<file path="src/hw/rtl/i2cbm_pkg.sv">
// Package for the I2C bit-level master.
// Holds the phase encoding, command codes, reset constants and the result item type.
// No dependencies.
package i2cbm_pkg;

  // Config register reset value and field widths
  localparam logic [15:0] HOLD_RESET = 16'd5;
  localparam int unsigned HOLD_W     = 16;
  localparam int unsigned BYTE_W     = 8;
  localparam int unsigned REQ_W      = 3;

  // Command codes carried by req_type
  localparam logic [REQ_W-1:0] REQ_NONE  = 3'd0;
  localparam logic [REQ_W-1:0] REQ_START = 3'd1;
  localparam logic [REQ_W-1:0] REQ_WRITE = 3'd2;
  localparam logic [REQ_W-1:0] REQ_READ  = 3'd3;
  localparam logic [REQ_W-1:0] REQ_STOP  = 3'd4;

  // Number of data bits in one byte transfer
  localparam logic [3:0] BITS_PER_BYTE = 4'd8;

  // Bus sequencer phases
  typedef enum logic [4:0] {
    P_IDLE   = 5'd0,
    ST_SDA1  = 5'd1,
    ST_SCL1  = 5'd2,
    ST_W1    = 5'd3,
    ST_SDA0  = 5'd4,
    ST_W2    = 5'd5,
    ST_SCL0  = 5'd6,
    WR_BIT   = 5'd7,
    WR_SCL1  = 5'd8,
    WR_W     = 5'd9,
    WR_SCL0  = 5'd10,
    WR_REL   = 5'd11,
    WR_ASCL1 = 5'd12,
    WR_AW    = 5'd13,
    WR_ASCL0 = 5'd14,
    WR_TW    = 5'd15,
    RD_SCL1  = 5'd16,
    RD_W     = 5'd17,
    RD_SCL0  = 5'd18,
    RD_ACK   = 5'd19,
    RD_ASCL1 = 5'd20,
    RD_AW    = 5'd21,
    RD_ASCL0 = 5'd22,
    RD_REL   = 5'd23,
    SP_SCL0  = 5'd24,
    SP_SDA0  = 5'd25,
    SP_W1    = 5'd26,
    SP_SCL1  = 5'd27,
    SP_W2    = 5'd28,
    SP_SDA1  = 5'd29
  } phase_t;

  // One result item
  typedef struct packed {
    logic              scl_out;
    logic              sda_out;
    logic              ready_res;
    logic              done_res;
    logic [BYTE_W-1:0] rx_byte;
    logic              ack_seen;
  } result_t;

endpackage

</file>
<file path="src/hw/rtl/i2c_bit_level_master.sv">
// Top level of the I2C bit-level master.
// Holds the hold_ticks register and the output register with skid stage.
// Depends on i2cbm_pkg and i2cbm_core.

// Each input item is one bus tick and yields exactly one result item giving the
// SCL/SDA levels for that tick, the ready and done flags, the last read byte and the
// last write's acknowledge. One item is taken every clock cycle while in_stall is low: the
// sequencer step is a single pass of logic from the phase register to the result register,
// and a two-entry output buffer keeps input flowing for one more item while the output stalls.
// A command (req_type) is taken only on a tick where the previous result showed
// ready; its first pin move shows in the result of that same tick. Delayed bus
// phases last hold_ticks ticks (0 counts as 1); hold_ticks resets to 5.
module i2c_bit_level_master (
  input  logic                         clk,
  input  logic                         rst,
  // Input item channel
  input  logic                         in_valid,
  output logic                         in_stall,
  input  logic [i2cbm_pkg::REQ_W-1:0]  req_type,
  input  logic [i2cbm_pkg::BYTE_W-1:0] tx_byte,
  input  logic                         send_ack,
  input  logic                         sda_in,
  // Configuration write
  input  logic                         cfg_we,
  input  logic [i2cbm_pkg::HOLD_W-1:0] cfg_wdata,
  // Result item channel
  output logic                         out_valid,
  input  logic                         out_stall,
  output logic                         scl_out,
  output logic                         sda_out,
  output logic                         ready_res,
  output logic                         done_res,
  output logic [i2cbm_pkg::BYTE_W-1:0] rx_byte,
  output logic                         ack_seen
);
  import i2cbm_pkg::*;

  logic [HOLD_W-1:0] hold_ticks;
  logic              accept;
  result_t           res;
  result_t           out_item;
  result_t           skid_item;
  logic              skid_valid;

  // Hold time register
  always_ff @(posedge clk) begin
    if (rst) begin
      hold_ticks <= HOLD_RESET;
    end else if (cfg_we) begin
      hold_ticks <= cfg_wdata;
    end
  end

  assign in_stall = skid_valid;
  assign accept   = in_valid & ~skid_valid;

  i2cbm_core u_core (
    .clk        (clk),
    .rst        (rst),
    .tick       (accept),
    .req_type   (req_type),
    .tx_byte    (tx_byte),
    .send_ack   (send_ack),
    .sda_in     (sda_in),
    .hold_ticks (hold_ticks),
    .res        (res)
  );

  // Output register and skid stage
  always_ff @(posedge clk) begin
    if (rst) begin
      out_valid  <= 1'b0;
      skid_valid <= 1'b0;
    end else if (!out_valid || !out_stall) begin
      if (skid_valid) begin
        out_valid  <= 1'b1;
        skid_valid <= 1'b0;
      end else begin
        out_valid <= accept;
      end
    end else if (accept) begin
      skid_valid <= 1'b1;
    end
  end

  // Payload moves without reset
  always_ff @(posedge clk) begin
    if (!out_valid || !out_stall) begin
      if (skid_valid) begin
        out_item <= skid_item;
      end else if (accept) begin
        out_item <= res;
      end
    end else if (accept) begin
      skid_item <= res;
    end
  end

  assign scl_out   = out_item.scl_out;
  assign sda_out   = out_item.sda_out;
  assign ready_res = out_item.ready_res;
  assign done_res  = out_item.done_res;
  assign rx_byte   = out_item.rx_byte;
  assign ack_seen  = out_item.ack_seen;

endmodule

</file>
<file path="src/hw/rtl/i2cbm_core.sv">
// Bus sequencer of the I2C bit-level master: one tick per accepted item.
// Holds the phase, counters, shift register and pin levels; gives the tick's result.
// Depends on i2cbm_pkg.
module i2cbm_core (
  input  logic                            clk,
  input  logic                            rst,
  input  logic                            tick,
  input  logic [i2cbm_pkg::REQ_W-1:0]     req_type,
  input  logic [i2cbm_pkg::BYTE_W-1:0]    tx_byte,
  input  logic                            send_ack,
  input  logic                            sda_in,
  input  logic [i2cbm_pkg::HOLD_W-1:0]    hold_ticks,
  output i2cbm_pkg::result_t              res
);
  import i2cbm_pkg::*;

  // Sequencer state
  phase_t            phase;
  logic [3:0]        bit_count;
  logic [BYTE_W-1:0] shift_byte;
  logic [HOLD_W-1:0] wait_count;
  logic              ack_flag;
  logic              ack_drive;
  logic              scl_lvl;
  logic              sda_lvl;
  logic [BYTE_W-1:0] rx_reg;

  // Effective state after command decode
  phase_t            cur_phase;
  logic [3:0]        bc;
  logic [BYTE_W-1:0] sb;
  logic [HOLD_W-1:0] wc;
  logic              ad;

  // Next values
  phase_t            phase_next;
  logic [3:0]        bit_count_next;
  logic [BYTE_W-1:0] shift_byte_next;
  logic [HOLD_W-1:0] wait_count_next;
  logic              ack_flag_next;
  logic              ack_drive_next;
  logic              scl_lvl_next;
  logic              sda_lvl_next;
  logic [BYTE_W-1:0] rx_reg_next;
  logic              done;

  // Hold counter helpers
  logic [HOLD_W:0]   wait_inc;
  logic              hold_done;
  logic [HOLD_W-1:0] wait_held;
  logic [3:0]        bc_inc;
  logic              last_bit;

  // Command decode: only taken while idle
  always_comb begin
    cur_phase = phase;
    bc        = bit_count;
    sb        = shift_byte;
    wc        = wait_count;
    ad        = ack_drive;
    if (phase == P_IDLE) begin
      bc = '0;
      wc = '0;
      unique case (req_type)
        REQ_START: begin
          cur_phase = ST_SDA1;
        end
        REQ_WRITE: begin
          sb        = tx_byte;
          cur_phase = WR_BIT;
        end
        REQ_READ: begin
          sb        = '0;
          ad        = send_ack;
          cur_phase = RD_SCL1;
        end
        REQ_STOP: begin
          cur_phase = SP_SCL0;
        end
        default: begin
          cur_phase = P_IDLE;
        end
      endcase
    end
  end

  // Hold timing: zero hold behaves as one tick
  assign wait_inc  = {1'b0, wc} + {{HOLD_W{1'b0}}, 1'b1};
  assign hold_done = (wait_inc >= {1'b0, hold_ticks});
  assign wait_held = hold_done ? '0 : wait_inc[HOLD_W-1:0];
  assign bc_inc    = bc + 4'd1;
  assign last_bit  = (bc_inc >= BITS_PER_BYTE);

  // Next phase
  always_comb begin
    unique case (cur_phase)
      P_IDLE:   phase_next = P_IDLE;
      ST_SDA1:  phase_next = ST_SCL1;
      ST_SCL1:  phase_next = ST_W1;
      ST_W1:    phase_next = hold_done ? ST_SDA0 : ST_W1;
      ST_SDA0:  phase_next = ST_W2;
      ST_W2:    phase_next = hold_done ? ST_SCL0 : ST_W2;
      ST_SCL0:  phase_next = P_IDLE;
      WR_BIT:   phase_next = WR_SCL1;
      WR_SCL1:  phase_next = WR_W;
      WR_W:     phase_next = hold_done ? WR_SCL0 : WR_W;
      WR_SCL0:  phase_next = last_bit ? WR_REL : WR_BIT;
      WR_REL:   phase_next = WR_ASCL1;
      WR_ASCL1: phase_next = WR_AW;
      WR_AW:    phase_next = hold_done ? WR_ASCL0 : WR_AW;
      WR_ASCL0: phase_next = WR_TW;
      WR_TW:    phase_next = hold_done ? P_IDLE : WR_TW;
      RD_SCL1:  phase_next = RD_W;
      RD_W:     phase_next = hold_done ? RD_SCL0 : RD_W;
      RD_SCL0:  phase_next = last_bit ? RD_ACK : RD_SCL1;
      RD_ACK:   phase_next = RD_ASCL1;
      RD_ASCL1: phase_next = RD_AW;
      RD_AW:    phase_next = hold_done ? RD_ASCL0 : RD_AW;
      RD_ASCL0: phase_next = RD_REL;
      RD_REL:   phase_next = P_IDLE;
      SP_SCL0:  phase_next = SP_SDA0;
      SP_SDA0:  phase_next = SP_W1;
      SP_W1:    phase_next = hold_done ? SP_SCL1 : SP_W1;
      SP_SCL1:  phase_next = SP_W2;
      SP_W2:    phase_next = hold_done ? SP_SDA1 : SP_W2;
      SP_SDA1:  phase_next = P_IDLE;
      default:  phase_next = P_IDLE;
    endcase
  end

  // Pin levels, counters and flags for this tick
  always_comb begin
    scl_lvl_next    = scl_lvl;
    sda_lvl_next    = sda_lvl;
    bit_count_next  = bc;
    shift_byte_next = sb;
    wait_count_next = wc;
    ack_flag_next   = ack_flag;
    ack_drive_next  = ad;
    rx_reg_next     = rx_reg;
    done            = 1'b0;
    unique case (cur_phase)
      ST_SDA1: sda_lvl_next = 1'b1;
      ST_SCL1: begin
        scl_lvl_next    = 1'b1;
        wait_count_next = '0;
      end
      ST_W1, ST_W2, WR_W, WR_AW, RD_W, RD_AW, SP_W1, SP_W2: begin
        wait_count_next = wait_held;
      end
      ST_SDA0: begin
        sda_lvl_next    = 1'b0;
        wait_count_next = '0;
      end
      ST_SCL0: begin
        scl_lvl_next = 1'b0;
        done         = 1'b1;
      end
      WR_BIT: sda_lvl_next = sb[BYTE_W-1];
      WR_SCL1, WR_ASCL1, RD_SCL1, RD_ASCL1: begin
        scl_lvl_next    = 1'b1;
        wait_count_next = '0;
      end
      WR_SCL0: begin
        scl_lvl_next    = 1'b0;
        shift_byte_next = {sb[BYTE_W-2:0], 1'b0};
        bit_count_next  = bc_inc;
      end
      WR_REL: sda_lvl_next = 1'b1;
      WR_ASCL0: begin
        ack_flag_next   = ~sda_in;
        scl_lvl_next    = 1'b0;
        wait_count_next = '0;
      end
      WR_TW: begin
        wait_count_next = wait_held;
        done            = hold_done;
      end
      RD_SCL0: begin
        shift_byte_next = {sb[BYTE_W-2:0], sda_in};
        scl_lvl_next    = 1'b0;
        bit_count_next  = bc_inc;
      end
      RD_ACK:   sda_lvl_next = ~ad;
      RD_ASCL0: scl_lvl_next = 1'b0;
      RD_REL: begin
        sda_lvl_next = 1'b1;
        rx_reg_next  = sb;
        done         = 1'b1;
      end
      SP_SCL0: scl_lvl_next = 1'b0;
      SP_SDA0: begin
        sda_lvl_next    = 1'b0;
        wait_count_next = '0;
      end
      SP_SCL1: begin
        scl_lvl_next    = 1'b1;
        wait_count_next = '0;
      end
      SP_SDA1: begin
        sda_lvl_next = 1'b1;
        done         = 1'b1;
      end
      default: begin
      end
    endcase
  end

  // Result of this tick
  always_comb begin
    res.scl_out   = scl_lvl_next;
    res.sda_out   = sda_lvl_next;
    res.ready_res = (phase_next == P_IDLE);
    res.done_res  = done;
    res.rx_byte   = rx_reg_next;
    res.ack_seen  = ack_flag_next;
  end

  // State update on each accepted item
  always_ff @(posedge clk) begin
    if (rst) begin
      phase      <= P_IDLE;
      bit_count  <= '0;
      shift_byte <= '0;
      wait_count <= '0;
      ack_flag   <= 1'b0;
      ack_drive  <= 1'b0;
      scl_lvl    <= 1'b1;
      sda_lvl    <= 1'b1;
      rx_reg     <= '0;
    end else if (tick) begin
      phase      <= phase_next;
      bit_count  <= bit_count_next;
      shift_byte <= shift_byte_next;
      wait_count <= wait_count_next;
      ack_flag   <= ack_flag_next;
      ack_drive  <= ack_drive_next;
      scl_lvl    <= scl_lvl_next;
      sda_lvl    <= sda_lvl_next;
      rx_reg     <= rx_reg_next;
    end
  end

endmodule
</file>
<file path="config.mk">
export PLATFORM = sky130hd
export DESIGN_NAME = i2c_bit_level_master
export DESIGN_NICKNAME = d
export VERILOG_FILES = /design/src/hw/rtl/i2cbm_pkg.sv /design/src/hw/rtl/i2c_bit_level_master.sv /design/src/hw/rtl/i2cbm_core.sv
export SDC_FILE = /design/constraint.sdc
export NUM_CORES = 1
export LEC_CHECK = 0
export BUFFER_PORTS_ARGS = -buffer_cell sky130_fd_sc_hd__buf_2
export CORE_MARGIN = 4
export CORE_UTILIZATION = 60
export CTS_CLUSTER_SIZE = 20
export DETAILED_ROUTE_END_ITERATION = 6
export PLACE_DENSITY = 0.86
export SYNTH_ARGS = -nofsm -noshare
export SYNTH_HDL_FRONTEND = slang
export SYNTH_HIERARCHICAL = 1
export SYNTH_SLANG_ARGS = --single-unit
</file>
<file path="constraint.sdc">
create_clock -name clk -period 6.4 [get_ports clk]
set_input_delay 1.6 -clock clk [delete_from_list [all_inputs] [get_ports clk]]
set_output_delay 1.6 -clock clk [all_outputs]
set_load 0.01 [all_outputs]
</file>
Yosys cells after proc, flatten, opt, wreduce, memory -nomap -nowiden
Index checks and enable logic that the tools add are counted.
Widths: inputs -> output; s select.

word-level totals
  bits in registers = 89
  logic and storage cells = 115
  input port bits = 34
  output and inout bits = 15

operators by class
  add/sub/neg operators = 2
  reductions and logical operators = 17
  bitwise logic cells = 5
  equal/unequal tests = 33
  order comparisons = 2
  mux-type cells = 32

operators with widths
  kind                   count
  $pmux 5 s26            1
  $eq 5x5->1 const B     14
  $eq 5x4->1 const B     8
  $mux 16                2
  $pmux 16 s2            1
  $pmux 8 s2             2
  $mux 13                2
  $eq 5x3->1 const B     4
  $pmux 5 s4             1
  $reduce_or 9->1        2
  $add 16x1->17 const B  1
  $ge 17x16->1           1
  $mux 4                 4
  $mux 8                 2
  $mux 2                 6
  $reduce_or 6->1        2
  $eq 5x2->1 const B     2
  $logic_not 5->1        2
  $eq 3x2->1 const B     2
  $mux 1                 6
  $reduce_or 2->1        3
  $eq 5x1->1 const B     1
  $mux 5                 1
  $add 4x1->4 const B    1
  other kinds (14)       20

Longest topological paths before layout
Gate-level depths: netlist (run 1).

  depth in word-level cells = 9
  gate-level depth with buffers = 21
  depth with buffers taken out = 18

Cells and area by module
The synthesis (run 1) kept the hierarchy.

modules (own cells, without submodules)
  module                cells an instance  seq. area each (um2)  times used  area an instance (um2)
  i2cbm_core            475                900.9                 1           3606.0
  i2c_bit_level_master  102                1141.1                1           1649.1

Worst setup path before layout (run 1)
OpenSTA, ideal clock, no wires.

  kind = register -> register
  start point = register u_core.phase[2]
  end point = register out_item, in the netlist ready_res (data pin)
  setup slack = 1.419 ns
  stages on the path, launching flop included = 21
  clock period less this slack = 4.981 ns
  path buffers = 2
  data arrival time = 4.851 ns
  required time = 6.271 ns
  cells stage by stage = dfxtp_1 clkbuf_1 nor2_1 nand2_1 clkbuf_1 nand2_1 inv_1 ha_1 nor4b_2 nand2_1 xor2_1 nor2_1 ha_1 a21oi_1 nor2_1 or4_1 a41o_1 or4_1 a2111o_1 nor4_2 mux2_4

RTL lines
  item                    line                        text
  start, declared         i2cbm_core.sv:18            phase_t phase;
  start signal, assigned  i2cbm_core.sv:232           phase <= phase_next;
  end signal, assigned    i2c_bit_level_master.sv:90  out_item <= skid_item;
  end signal, assigned    i2c_bit_level_master.sv:92  out_item <= res;
  end, declared           i2c_bit_level_master.sv:41  result_t out_item;

==> reports/results.tsv, run 1 <==
metric	value	unit
top cells by area in the synthesized netlist	sky130_fd_sc_hd__dfxtp_1 24%, sky130_fd_sc_hd__edfxtp_1 15%, sky130_fd_sc_hd__mux2i_1 9.0%	
first-pass GRT wire length	21180	um
Synth async-reset ratio	0	%
final core utilization	67.65	%
proportion of netlist area held by the largest area contributor	24.00	%
endpoints failing hold	0	
final RePlAce weighted congestion	1.016	
fraction of the cycle the final worst path needs	90.33	%
hold path cells	2	
number of clock buffers inserted by TritonCTS	9	
Clock Path Buffers	2	
number of DRC markers after the initial detailed-route iteration	270	
Setup CP Type	reg2reg	
CORE AREA	8382	um^2
slowest stage delay, CP	0.72	ns
Die Y	101.6	um
Vias per Instance	6.339	
outcome	finished, final reports clean	
remaining design rule violation count	0	
pin count of the biggest net entering global routing	48	
IO buf count	48	
routed wire length per instance	18.20	um
number of top-level pins	49	
Worst Skew	0.01853	ns
total half-perimeter wirelength after legalization and detailed placement	9405	um
critical path startpoint category	register	
clock tree from TritonCTS	done	
library cell with the largest summed area after synthesis	sky130_fd_sc_hd__dfxtp_1	
most instantiated cells after synthesis	72 x sky130_fd_sc_hd__nor2_1, 63 x sky130_fd_sc_hd__dfxtp_1, 47 x sky130_fd_sc_hd__mux2i_1	
max cap viols	0	
classification of the worst-slack hold path	reg2reg	
Pleak	2.366	nW
vias in the first global route	4438	
# setup viols final	0	
worst max-slew margin expressed relative to the limit	16.46	%
final period demand of the worst path	5.781	ns
# diodes	0	
cell row count	33	
total global routing track utilization	25.97	%
most repeated library cell on the critical path	sky130_fd_sc_hd__nand2_1	
cell count of the worst reg-to-reg path	18	
DR vias	4520	
worst supply voltage drop on vdd	141.9	uV
data arrival time at the worst-slack endpoint	6.02	ns
slowest library cell on the worst path	sky130_fd_sc_hd__dfxtp_1	
Syn Nets	629	
floorplan die width	101.6	um
worst-case register-to-register setup slack	0.62	ns
wire length reported by the detailed router	12980	um
Cells after Synth	577	
post-synthesis sequential element count	89	
sequential cell area in the final layout	2042	um^2
number of gates resized after CTS	0	
Crit. End Element	register	
worst path buffer plus inverter count	1	
biggest regs	hold_ticks x16, u_core/wait_count x16, skid_item x13	
initial antenna violation count	0	
buffer type at the clock tree root	sky130_fd_sc_hd__clkbuf_8	
Filler Cell Count	670	
Routed Antenna Nets	0	
initial standard-cell utilization of the core	62.70	%
Area growth, synth to finish	7.905	%
Layout Nets	655	
clock net sink count	89	
cell-by-cell listing of the critical path	nor3_1 -> nand2_1 -> nand2_1 -> inv_1 -> ha_1 -> nor4b_2 -> nand2_1 -> xor2_1 -> nor2_1 -> ha_1 -> a21oi_1 -> nor2_1 -> or4_1 -> a41o_1 -> or4_1 -> a2111o_1 -> nor4_2 -> mux2_4	
Highest Clock Rate	173.0	MHz
number of iterations in the first detailed-routing pass	5	
Mapped Area	5255	um^2
fraction of final layout cells sized beyond drive strength 1	15.63	%
endpoint of the lowest-slack register-to-register path	ready_res	
DIE AREA	10320	um^2
clock transition time at the flip-flop clock pins of the worst setup and hold paths	0.10	ns
overflow left after global routing	0	
Yosys warning total	6	
Mapped Avg Cell Area	9.108	um^2
family with the most delay on the worst path	simple AND/OR/NAND/NOR gates	
Max Slew Vio Count	0	
most used flip-flop cell after synthesis	sky130_fd_sc_hd__dfxtp_1	
count of flip-flops with a built-in enable after synthesis	26	
hold buffer count at CTS	0	
combined area of the multi-input logic cells	2908	um^2
required time at the worst-slack endpoint	6.64	ns
share of synthesized area occupied by flip-flops and latches	38.86	%
worst-skew pair later-pin latency	0.37	ns
Reg-to-Reg Start	u_core/phase[1]	
hold path startpoint	u_core/shift_byte[4]	
P per Cell Area	234.0	nW/um^2
leading cell type by number of instances after synthesis	sky130_fd_sc_hd__nor2_1	
Worst Hold Endpoint	u_core/shift_byte[4]	
Worst Path Max Fanout	18	
count of unique library cells instantiated by Yosys	70	
H-tree depth	3	
setup TNS after final layout	0	ns
number of post-CTS setup repair buffers	0	
setup repair after global routing missed its margin	no	
Slew @ Worst Pin	1.253	ns
==> cells by family (layout without fill, tap and decap cells) <==
group	count (synthesis)	after routing	share of synthesized area (%)
and+or+nand+nor	206	206	19.07
buffers and inverters	61	92	5.857
DFF	89	89	38.86
AOI/OAI and AO/OA	126	126	16.71
adders and majority gates	18	18	4.286
muxes	60	60	12.38
xor gates and xnor gates	17	17	2.833
==> worst max-delay path by stage <==
stage	depth (start not counted)	slack, ns	from	endpoint
after global routing	18	0.21	u_core/phase[1]	ready_res
final	18	0.62	u_core/phase[1]	ready_res
after detailed placement	18	0.77	u_core/phase[1]	ready_res
after floorplan	20	1.42	u_core/phase[2]	ready_res
after global placement	18	0.96	u_core/phase[1]	ready_res
after CTS	18	0.70	u_core/phase[1]	ready_res
==> metrics by stage <==
step	total power, mW	hold WS (ns)	worst slack (ns)	instances	cell area (um^2)
after floorplan	0.8231	0.4535	1.419	577	5255
after global placement	0.8813	0.4671	0.9634	697	5441
after detailed placement	0.8855	0.4834	0.7653	697	5441
after CTS	1.325	0.5089	0.6990	713	5670
after global routing	1.383	0.5373	0.2138	713	5670
final	1.327	0.5045	0.6188	713	5670
==> cell type report <==
cell class                      count  area share, %
Timing Repair Buffer               52          4.766
Clock buffer                        9          2.184
Clock inverter                      7          1.853
Tap cell                          105          2.317
Inverter                           24          1.589
Multi-Input combinational cell    427          51.28
Sequential cell                    89          36.01
==> cells in the final DEF, fill, tap and decap left out, types with 5 or more instances in the layout <==
cell type                   n
sky130_fd_sc_hd__nand2_1   46
sky130_fd_sc_hd__a31oi_1   12
sky130_fd_sc_hd__a21oi_1   23
sky130_fd_sc_hd__nand3_1   20
sky130_fd_sc_hd__a21o_1     5
sky130_fd_sc_hd__buf_2     48
sky130_fd_sc_hd__mux2i_1   47
sky130_fd_sc_hd__and2_1     5
sky130_fd_sc_hd__dfxtp_1   63
sky130_fd_sc_hd__ha_1      18
sky130_fd_sc_hd__nor3_1    14
sky130_fd_sc_hd__xor2_1    11
sky130_fd_sc_hd__mux2_4     9
sky130_fd_sc_hd__and3_1     5
sky130_fd_sc_hd__xnor2_1    6
sky130_fd_sc_hd__inv_1     22
sky130_fd_sc_hd__nor2_1    72
sky130_fd_sc_hd__a22o_1    17
sky130_fd_sc_hd__o21ai_0   24
sky130_fd_sc_hd__edfxtp_1  26
sky130_fd_sc_hd__clkbuf_8   9
sky130_fd_sc_hd__nor2b_1   14
==> where the power goes <==
group | leakage, nW | total, mW | switching (mW) | internal [mW]
Sequential | 0.750 | 0.621 | 0.0186 | 0.603
Clock | 0.113 | 0.447 | 0.220 | 0.227
Combinational | 1.50 | 0.259 | 0.167 | 0.0920
==> worst register-to-register path, delay by kind of cell (launching register included) <==
kind / cells / cell delay, ns
AOI/OAI and AO/OA: 3 / 0.86
xor gates and xnor gates: 1 / 0.19
adders and majority gates: 2 / 0.51
buffers and inverters: 1 / 0.09
DFF: 1 / 0.72
muxes: 1 / 0.20
and+or+nand+nor: 10 / 3.07
==> metal layers <==
metal	part of all wire [%]	vias to the layer above	track usage (%)
li1	-	2143	-
met1	42	2155	33.62
met2	48	187	41.95
met3	7.0	35	5.028
met4	3.0	0	11.96
met5	0	-	0
(Power assumes the default switching activity.)
==> inputs of run 2 (changes only) <==
--- a/config.mk
+++ b/config.mk
@@ -6,11 +6,12 @@
 export NUM_CORES = 1
 export LEC_CHECK = 0
 export BUFFER_PORTS_ARGS = -buffer_cell sky130_fd_sc_hd__buf_2
+export CORE_ASPECT_RATIO = 0.8
 export CORE_MARGIN = 4
-export CORE_UTILIZATION = 60
+export CORE_UTILIZATION = 54
 export CTS_CLUSTER_SIZE = 20
 export DETAILED_ROUTE_END_ITERATION = 6
-export PLACE_DENSITY = 0.86
+export PLACE_DENSITY = 0.82
 export SYNTH_ARGS = -nofsm -noshare
 export SYNTH_HDL_FRONTEND = slang
 export SYNTH_HIERARCHICAL = 1
==> constraint.sdc (replaced) <==
create_clock -name clk -period 5.3 [get_ports clk]
set_input_delay 1.325 -clock clk [delete_from_list [all_inputs] [get_ports clk]]
set_output_delay 1.325 -clock clk [all_outputs]
set_load 0.005 [all_outputs]
==> run 2 against run 1 <==
Effect of this change:
- clock power up 30%
- utilization down 4.9 points
- sequential power up 19%
- setup slack worse by 0.22 ns
- cell count up 3.1%
- total power up 25%
- die area up 10%
- maximum frequency up 18%
- non-clock buffer count up 12
- highest routed layer unchanged
- cell area up 2.5%
- critical path type unchanged
==> reports/results.tsv, run 2 (synthesis results as in run 1) <==
metric	value	unit	change
max cap viols	0		unchanged
Setup CP Type	reg2reg		unchanged
overflow left after global routing	0		unchanged
P per Cell Area	285.4	nW/um^2	was 234.0 nW/um^2
Highest Clock Rate	204.0	MHz	was 173.0 MHz
number of post-CTS setup repair buffers	0		unchanged
Non-Filler Cell Area, Final	5814	um^2	was 5670 um^2
final core utilization	62.72	%	was 67.65%
worst-case register-to-register setup slack	0.40	ns	was 0.62 ns
total global routing track utilization	23.00	%	was 25.97%
Filler Cell Count	802		was 670
clock net sink count	89		unchanged
hold path startpoint	u_core/rx_reg[7]		was u_core/shift_byte[4]
wire length reported by the detailed router	12960	um	was 12980 um
Setup WS post-layout	0.3974	ns	was 0.6188 ns
Layout Nets	667		was 655
number of iterations in the first detailed-routing pass	5		unchanged
fraction of the cycle the final worst path needs	92.50	%	was 90.33%
cell row count	31		was 33
Worst Hold Endpoint	u_core/rx_reg[7]		was u_core/shift_byte[4]
critical path startpoint category	register		unchanged
DR vias	4519		was 4520
Clock Path Buffers	2		unchanged
cell count of the worst reg-to-reg path	18		unchanged
first-pass GRT wire length	21220	um	was 21180 um
vias in the first global route	4352		was 4438
H-tree depth	3		unchanged
data arrival time at the worst-slack endpoint	5.10	ns	was 6.02 ns
number of clock buffers inserted by TritonCTS	9		unchanged
floorplan die width	118.3	um	was 101.6 um
Max Slew Vio Count	0		unchanged
# setup viols final	0		unchanged
pin count of the biggest net entering global routing	48		unchanged
leading cell type in the layout, fill and taps excluded	sky130_fd_sc_hd__nor2_1		unchanged
# diodes	0		unchanged
placement-stage worst setup slack	0.4646	ns	was 0.7653 ns
CORE AREA	9270	um^2	was 8382 um^2
initial antenna violation count	0		unchanged
final period demand of the worst path	4.903	ns	was 5.781 ns
Worst Path Max Fanout	6		was 18
classification of the worst-slack hold path	reg2reg		unchanged
outcome	finished, final reports clean		unchanged
Crit. End Element	register		unchanged
total half-perimeter wirelength after legalization and detailed placement	9508	um	was 9405 um
routed wire length per instance	17.63	um	was 18.20 um
setup TNS after final layout	0	ns	unchanged
Area after DPL	5544	um^2	was 5441 um^2
final RePlAce weighted congestion	1.029		was 1.016
Total Power Consumption	1.659	mW	was 1.327 mW
hold buffer count at CTS	0		unchanged
Area growth, synth to finish	10.64	%	was 7.905%
fraction of final layout cells sized beyond drive strength 1	16.94	%	was 15.63%
setup repair after global routing missed its margin	no		unchanged
required time at the worst-slack endpoint	5.50	ns	was 6.64 ns
biggest regs	hold_ticks x16, u_core/wait_count x16, skid_item x13		unchanged
clock tree from TritonCTS	done		unchanged
initial standard-cell utilization of the core	56.69	%	was 62.70%
endpoint of the lowest-slack register-to-register path	ready_res		unchanged
clock transition time at the flip-flop clock pins of the worst setup and hold paths	0.06	ns	was 0.10 ns
Pleak	2.449	nW	was 2.366 nW
number of top-level pins	49		unchanged
number of DRC markers after the initial detailed-route iteration	520		was 270
Reg-to-Reg Start	u_core/phase[4]		was u_core/phase[1]
worst max-slew margin expressed relative to the limit	24.16	%	was 16.46%
remaining design rule violation count	0		unchanged
endpoints failing hold	0		unchanged
number of gates resized after CTS	0		unchanged
DIE AREA	11380	um^2	was 10320 um^2
worst supply voltage drop on vdd	220.5	uV	was 141.9 uV
highest-count cells in the layout ignoring fill and taps	72 x sky130_fd_sc_hd__nor2_1, 63 x sky130_fd_sc_hd__dfxtp_1, 48 x sky130_fd_sc_hd__buf_2		unchanged
hold path cells	2		unchanged
Worst Skew	0.01055	ns	was 0.01853 ns
Vias per Instance	6.148		was 6.339
Die Y	96.24	um	was 101.6 um
buffer type at the clock tree root	sky130_fd_sc_hd__clkbuf_16		was sky130_fd_sc_hd__clkbuf_8
Slew @ Worst Pin	1.133	ns	was 1.253 ns
worst-skew pair later-pin latency	0.34	ns	was 0.37 ns
crit path launch	u_core/phase[4]		was u_core/phase[1]
Routed Antenna Nets	0		unchanged
IO buf count	48		unchanged
## run 2: routing by layer
| layer | wire length [um] | part of all wire, % | vias up | track usage, % |
|---|---|---|---|---|
| met1 | 5807 | 45 | 2119 | 30.51 |
| met2 | 5841 | 45 | 206 | 37.76 |
| met3 | 1029 | 7.9 | 27 | 5.053 |
| li1 | - | - | 2167 | - |
| met4 | 280 | 2.2 | 0 | 7.512 |
| met5 | 0 | 0 | - | 0 |
## run 2: worst max path at each step
stage	end
floorplan	ready_res
global placement	ready_res
detailed placement	ready_res
CTS	ready_res
global route	ready_res
finish	ready_res
## run 2: worst max-delay path, stage by stage, from the launching register on
cell	delay (ns)
sky130_fd_sc_hd__dfxtp_1	0.36
sky130_fd_sc_hd__nor3_1	0.10
sky130_fd_sc_hd__nand2_1	0.16
sky130_fd_sc_hd__nand2_1	0.09
sky130_fd_sc_hd__inv_1	0.09
sky130_fd_sc_hd__ha_1	0.17
sky130_fd_sc_hd__nor4b_2	0.54
sky130_fd_sc_hd__nand2_1	0.14
sky130_fd_sc_hd__xor2_1	0.17
sky130_fd_sc_hd__nor2_1	0.14
sky130_fd_sc_hd__ha_1	0.27
sky130_fd_sc_hd__a21oi_1	0.13
sky130_fd_sc_hd__nor2_1	0.05
sky130_fd_sc_hd__or4_1	0.55
sky130_fd_sc_hd__a41o_1	0.28
sky130_fd_sc_hd__or4_1	0.53
sky130_fd_sc_hd__a2111o_1	0.45
sky130_fd_sc_hd__nor4_2	0.34
sky130_fd_sc_hd__mux2_4	0.21
## run 2: metrics by stage
stage                     hold WS (ns)  instances
after floorplan                 0.4535        577
after global placement          0.4723        719
after detailed placement        0.4813        719
after CTS                       0.4978        735
after global routing            0.5195        735
final                           0.4928        735
## run 2: layout make-up
type	instances	area [um^2]	share of cell area (%)
Clock buffer	10	229.0	3.938
Multi-Input combinational cell	427	2908	50.01
Timing Repair Buffer	64	360.3	6.198
Sequential cell	89	2042	35.12
Tap cell	115	143.9	2.475
Clock inverter	6	41.29	0.7101
Inverter	24	90.09	1.549
## run 2: power breakdown
group	internal (mW)	switching, mW	total (mW)	leakage [nW]
clock	0.319	0.262	0.581	0.135
combinational	0.124	0.212	0.336	1.56
sequential	0.729	0.0136	0.742	0.750
==> inputs of run 3 (changes only) <==
--- a/config.mk
+++ b/config.mk
@@ -6,12 +6,14 @@
 export NUM_CORES = 1
 export LEC_CHECK = 0
 export BUFFER_PORTS_ARGS = -buffer_cell sky130_fd_sc_hd__buf_2
-export CORE_ASPECT_RATIO = 0.8
+export CAP_MARGIN = 20
+export CORE_ASPECT_RATIO = 1.1
 export CORE_MARGIN = 4
-export CORE_UTILIZATION = 54
+export CORE_UTILIZATION = 56
+export CTS_BUF_LIST = sky130_fd_sc_hd__clkbuf_8
 export CTS_CLUSTER_SIZE = 20
 export DETAILED_ROUTE_END_ITERATION = 6
-export PLACE_DENSITY = 0.82
+export PLACE_DENSITY = 0.85
 export SYNTH_ARGS = -nofsm -noshare
 export SYNTH_HDL_FRONTEND = slang
 export SYNTH_HIERARCHICAL = 1
==> run 3 against run 2 <==
Effect of this change:
- worst hold slack improved by 0.0084 ns
- non-clock buffer count unchanged
- sequential cell count unchanged
- maximum frequency decreased by 0.45%
- sequential power about the same
- critical path type unchanged
- clock power decreased by 21%
- routed wire length decreased by 1.9%
- highest routed layer unchanged
- utilization increased by 0.97 points
- via count decreased by 1.3%
- clock skew increased by 0.0012 ns
==> reports/results.tsv, run 3 (synthesis results as in run 1) <==
metric	value	unit	change
outcome	finished, final reports clean		unchanged
data arrival time at the worst-slack endpoint	5.16	ns	was 5.10 ns
setup TNS after final layout	0	ns	unchanged
final period demand of the worst path	4.925	ns	was 4.903 ns
Slew @ Worst Pin	0.8431	ns	was 1.133 ns
Vias per Instance	6.076		was 6.148
total half-perimeter wirelength after legalization and detailed placement	9588	um	was 9508 um
# placed instances	716		was 719
number of post-CTS setup repair buffers	0		unchanged
DIE AREA	11000	um^2	was 11380 um^2
worst-skew pair later-pin latency	0.36	ns	was 0.34 ns
fin cells	734		was 735
Clock Path Buffers	2		unchanged
remaining design rule violation count	0		unchanged
switching power as a share of total power	32.51	%	was 29.37%
worst max-slew margin expressed relative to the limit	43.72	%	was 24.16%
initial standard-cell utilization of the core	58.33	%	was 56.69%
# diodes	0		unchanged
clock tree from TritonCTS	done		unchanged
Pleak	2.405	nW	was 2.449 nW
vias in the first global route	4436		was 4352
critical path startpoint category	register		unchanged
initial antenna violation count	0		unchanged
routed wire length per instance	17.32	um	was 17.63 um
buffer type at the clock tree root	sky130_fd_sc_hd__clkbuf_8		was sky130_fd_sc_hd__clkbuf_16
post-route worst hold slack	0.5013	ns	was 0.4928 ns
placement-stage worst setup slack	0.4077	ns	was 0.4646 ns
fraction of power consumed by combinational cells	21.9	%	was 20.3%
Setup WS post-layout	0.3753	ns	was 0.3974 ns
Crit. End Element	register		unchanged
# setup viols final	0		unchanged
floorplan die width	100.4	um	was 118.3 um
wire length reported by the detailed router	12710	um	was 12960 um
max cap viols	0		unchanged
highest-count cells in the layout ignoring fill and taps	72 x sky130_fd_sc_hd__nor2_1, 63 x sky130_fd_sc_hd__dfxtp_1, 48 x sky130_fd_sc_hd__buf_2		unchanged
final core utilization	63.69	%	was 62.72%
leading cell type in the layout, fill and taps excluded	sky130_fd_sc_hd__nor2_1		unchanged
CORE AREA	9009	um^2	was 9270 um^2
biggest regs	hold_ticks x16, u_core/wait_count x16, skid_item x13		unchanged
switching power summed over all nets	499.3	uW	was 487.3 uW
required time at the worst-slack endpoint	5.54	ns	was 5.50 ns
final RePlAce weighted congestion	0.9413		was 1.029
setup repair after global routing missed its margin	no		unchanged
cell count of the worst reg-to-reg path	16		was 18
hold buffer count at CTS	0		unchanged
Worst Path Max Fanout	20		was 6
Routed Antenna Nets	0		unchanged
Area growth, synth to finish	9.190	%	was 10.64%
total global routing track utilization	23.70	%	was 23.00%
number of top-level pins	49		unchanged
fraction of the cycle the final worst path needs	92.92	%	was 92.50%
Layout Nets	667		unchanged
number of iterations in the first detailed-routing pass	5		unchanged
P per Cell Area	267.7	nW/um^2	was 285.4 nW/um^2
number of gates resized after CTS	0		unchanged
Worst Skew	0.01173	ns	was 0.01055 ns
sequential cell fraction of total power	48.2	%	was 44.7%
worst-case register-to-register setup slack	0.38	ns	was 0.40 ns
overflow left after global routing	0		unchanged
Max Slew Vio Count	0		unchanged
endpoint of the lowest-slack register-to-register path	ready_res		unchanged
first-pass GRT wire length	20790	um	was 21220 um
pin count of the biggest net entering global routing	48		unchanged
number of DRC markers after the initial detailed-route iteration	290		was 520
internal power of the cells	1.037	mW	was 1.172 mW
capture point of the critical path	ready_res		unchanged
Highest Clock Rate	203.1	MHz	was 204.0 MHz
H-tree depth	3		unchanged
DR vias	4460		was 4519
worst supply voltage drop on vdd	146.4	uV	was 220.5 uV
share of power burned in the clock network	29.9	%	was 35.0%
clock transition time at the flip-flop clock pins of the worst setup and hold paths	0.10	ns	was 0.06 ns
Die Y	109.6	um	was 96.24 um
endpoints failing hold	0		unchanged
classification of the worst-slack hold path	reg2reg		unchanged
crit path launch	u_core/phase[4]		unchanged
cell row count	36		was 31
Reg-to-Reg Start	u_core/phase[4]		unchanged
clock net sink count	89		unchanged
Setup CP Type	reg2reg		unchanged
number of clock buffers inserted by TritonCTS	9		unchanged
fraction of final layout cells sized beyond drive strength 1	17.26	%	was 16.94%
IO buf count	48		unchanged
run 3: cell types whose count changed in the layout (fill, tap and decap cells not counted):
cell / delta
sky130_fd_sc_hd__clkinv_8: +1
sky130_fd_sc_hd__clkinv_4: -1
sky130_fd_sc_hd__clkinvlp_4: +2
sky130_fd_sc_hd__clkbuf_16: -9
sky130_fd_sc_hd__clkbuf_8: +9
sky130_fd_sc_hd__clkinv_2: -1
sky130_fd_sc_hd__inv_4: -1
sky130_fd_sc_hd__clkinv_1: -1
sky130_fd_sc_hd__clkbuf_1: -1
sky130_fd_sc_hd__inv_8: +2
run 3: cell type report:
cell class	count	area, um^2
Timing Repair Buffer	64	360.3
Sequential cell	89	2042
Tap cell	114	142.6
Inverter	24	90.09
Clock inverter	7	71.32
Multi-Input combinational cell	427	2908
Clock buffer	9	123.9
Fill cell	754	3271
run 3: worst min path at each step:
stage                         start                    to  slack [ns]  cells after the start
3_5_place_dp       u_core/rx_reg[5]      u_core/rx_reg[5]        0.48                      2
2_1_floorplan       u_core/ack_flag       u_core/ack_flag        0.45                      2
3_3_place_gp              out_valid              in_stall        0.47                      2
6_report       u_core/shift_byte[0]  u_core/shift_byte[0]        0.50                      2
4_1_cts        u_core/shift_byte[0]  u_core/shift_byte[0]        0.50                      2
5_1_grt        u_core/shift_byte[0]  u_core/shift_byte[0]        0.52                      2
run 3: metrics by stage:
step / power [mW] / cell area (um^2)
floorplan: 0.9905 / 5255
global placement: 1.082 / 5528
detailed placement: 1.085 / 5528
CTS: 1.538 / 5723
global route: 1.606 / 5738
finish: 1.536 / 5738
run 3: per-layer routing:
metal / vias to the layer above / share of wire, % / global-route usage, %
met5: - / 0 / 0
met4: 0 / 3.6 / 11.07
met3: 40 / 5.3 / 3.553
met2: 171 / 51 / 43.23
met1: 2085 / 40 / 27.12
li1: 2164 / - / -
run 3: critical path, stage by stage (launching register included):
cell and delay (ns):
sky130_fd_sc_hd__dfxtp_1 0.34, sky130_fd_sc_hd__buf_4 0.23, sky130_fd_sc_hd__or3_1 0.20, sky130_fd_sc_hd__nor3_4 0.06, sky130_fd_sc_hd__nor4b_2 0.65, sky130_fd_sc_hd__nand2_1 0.14, sky130_fd_sc_hd__xor2_1 0.18, sky130_fd_sc_hd__nor2_1 0.15
sky130_fd_sc_hd__ha_1 0.27, sky130_fd_sc_hd__a21oi_1 0.13, sky130_fd_sc_hd__nor2_1 0.05, sky130_fd_sc_hd__or4_1 0.53, sky130_fd_sc_hd__a41o_1 0.27, sky130_fd_sc_hd__or4_1 0.55, sky130_fd_sc_hd__a2111o_1 0.46, sky130_fd_sc_hd__nor4_2 0.38
sky130_fd_sc_hd__mux2_4 0.21
run 3: power groups by stage:
stage / logic [mW] / registers [mW] / clock network [mW]
5_1_grt: 0.364 / 0.744 / 0.498
4_1_cts: 0.329 / 0.741 / 0.467
6_report: 0.336 / 0.740 / 0.460
3_3_place_gp: 0.327 / 0.754 / 0
2_1_floorplan: 0.235 / 0.756 / 0
3_5_place_dp: 0.328 / 0.757 / 0
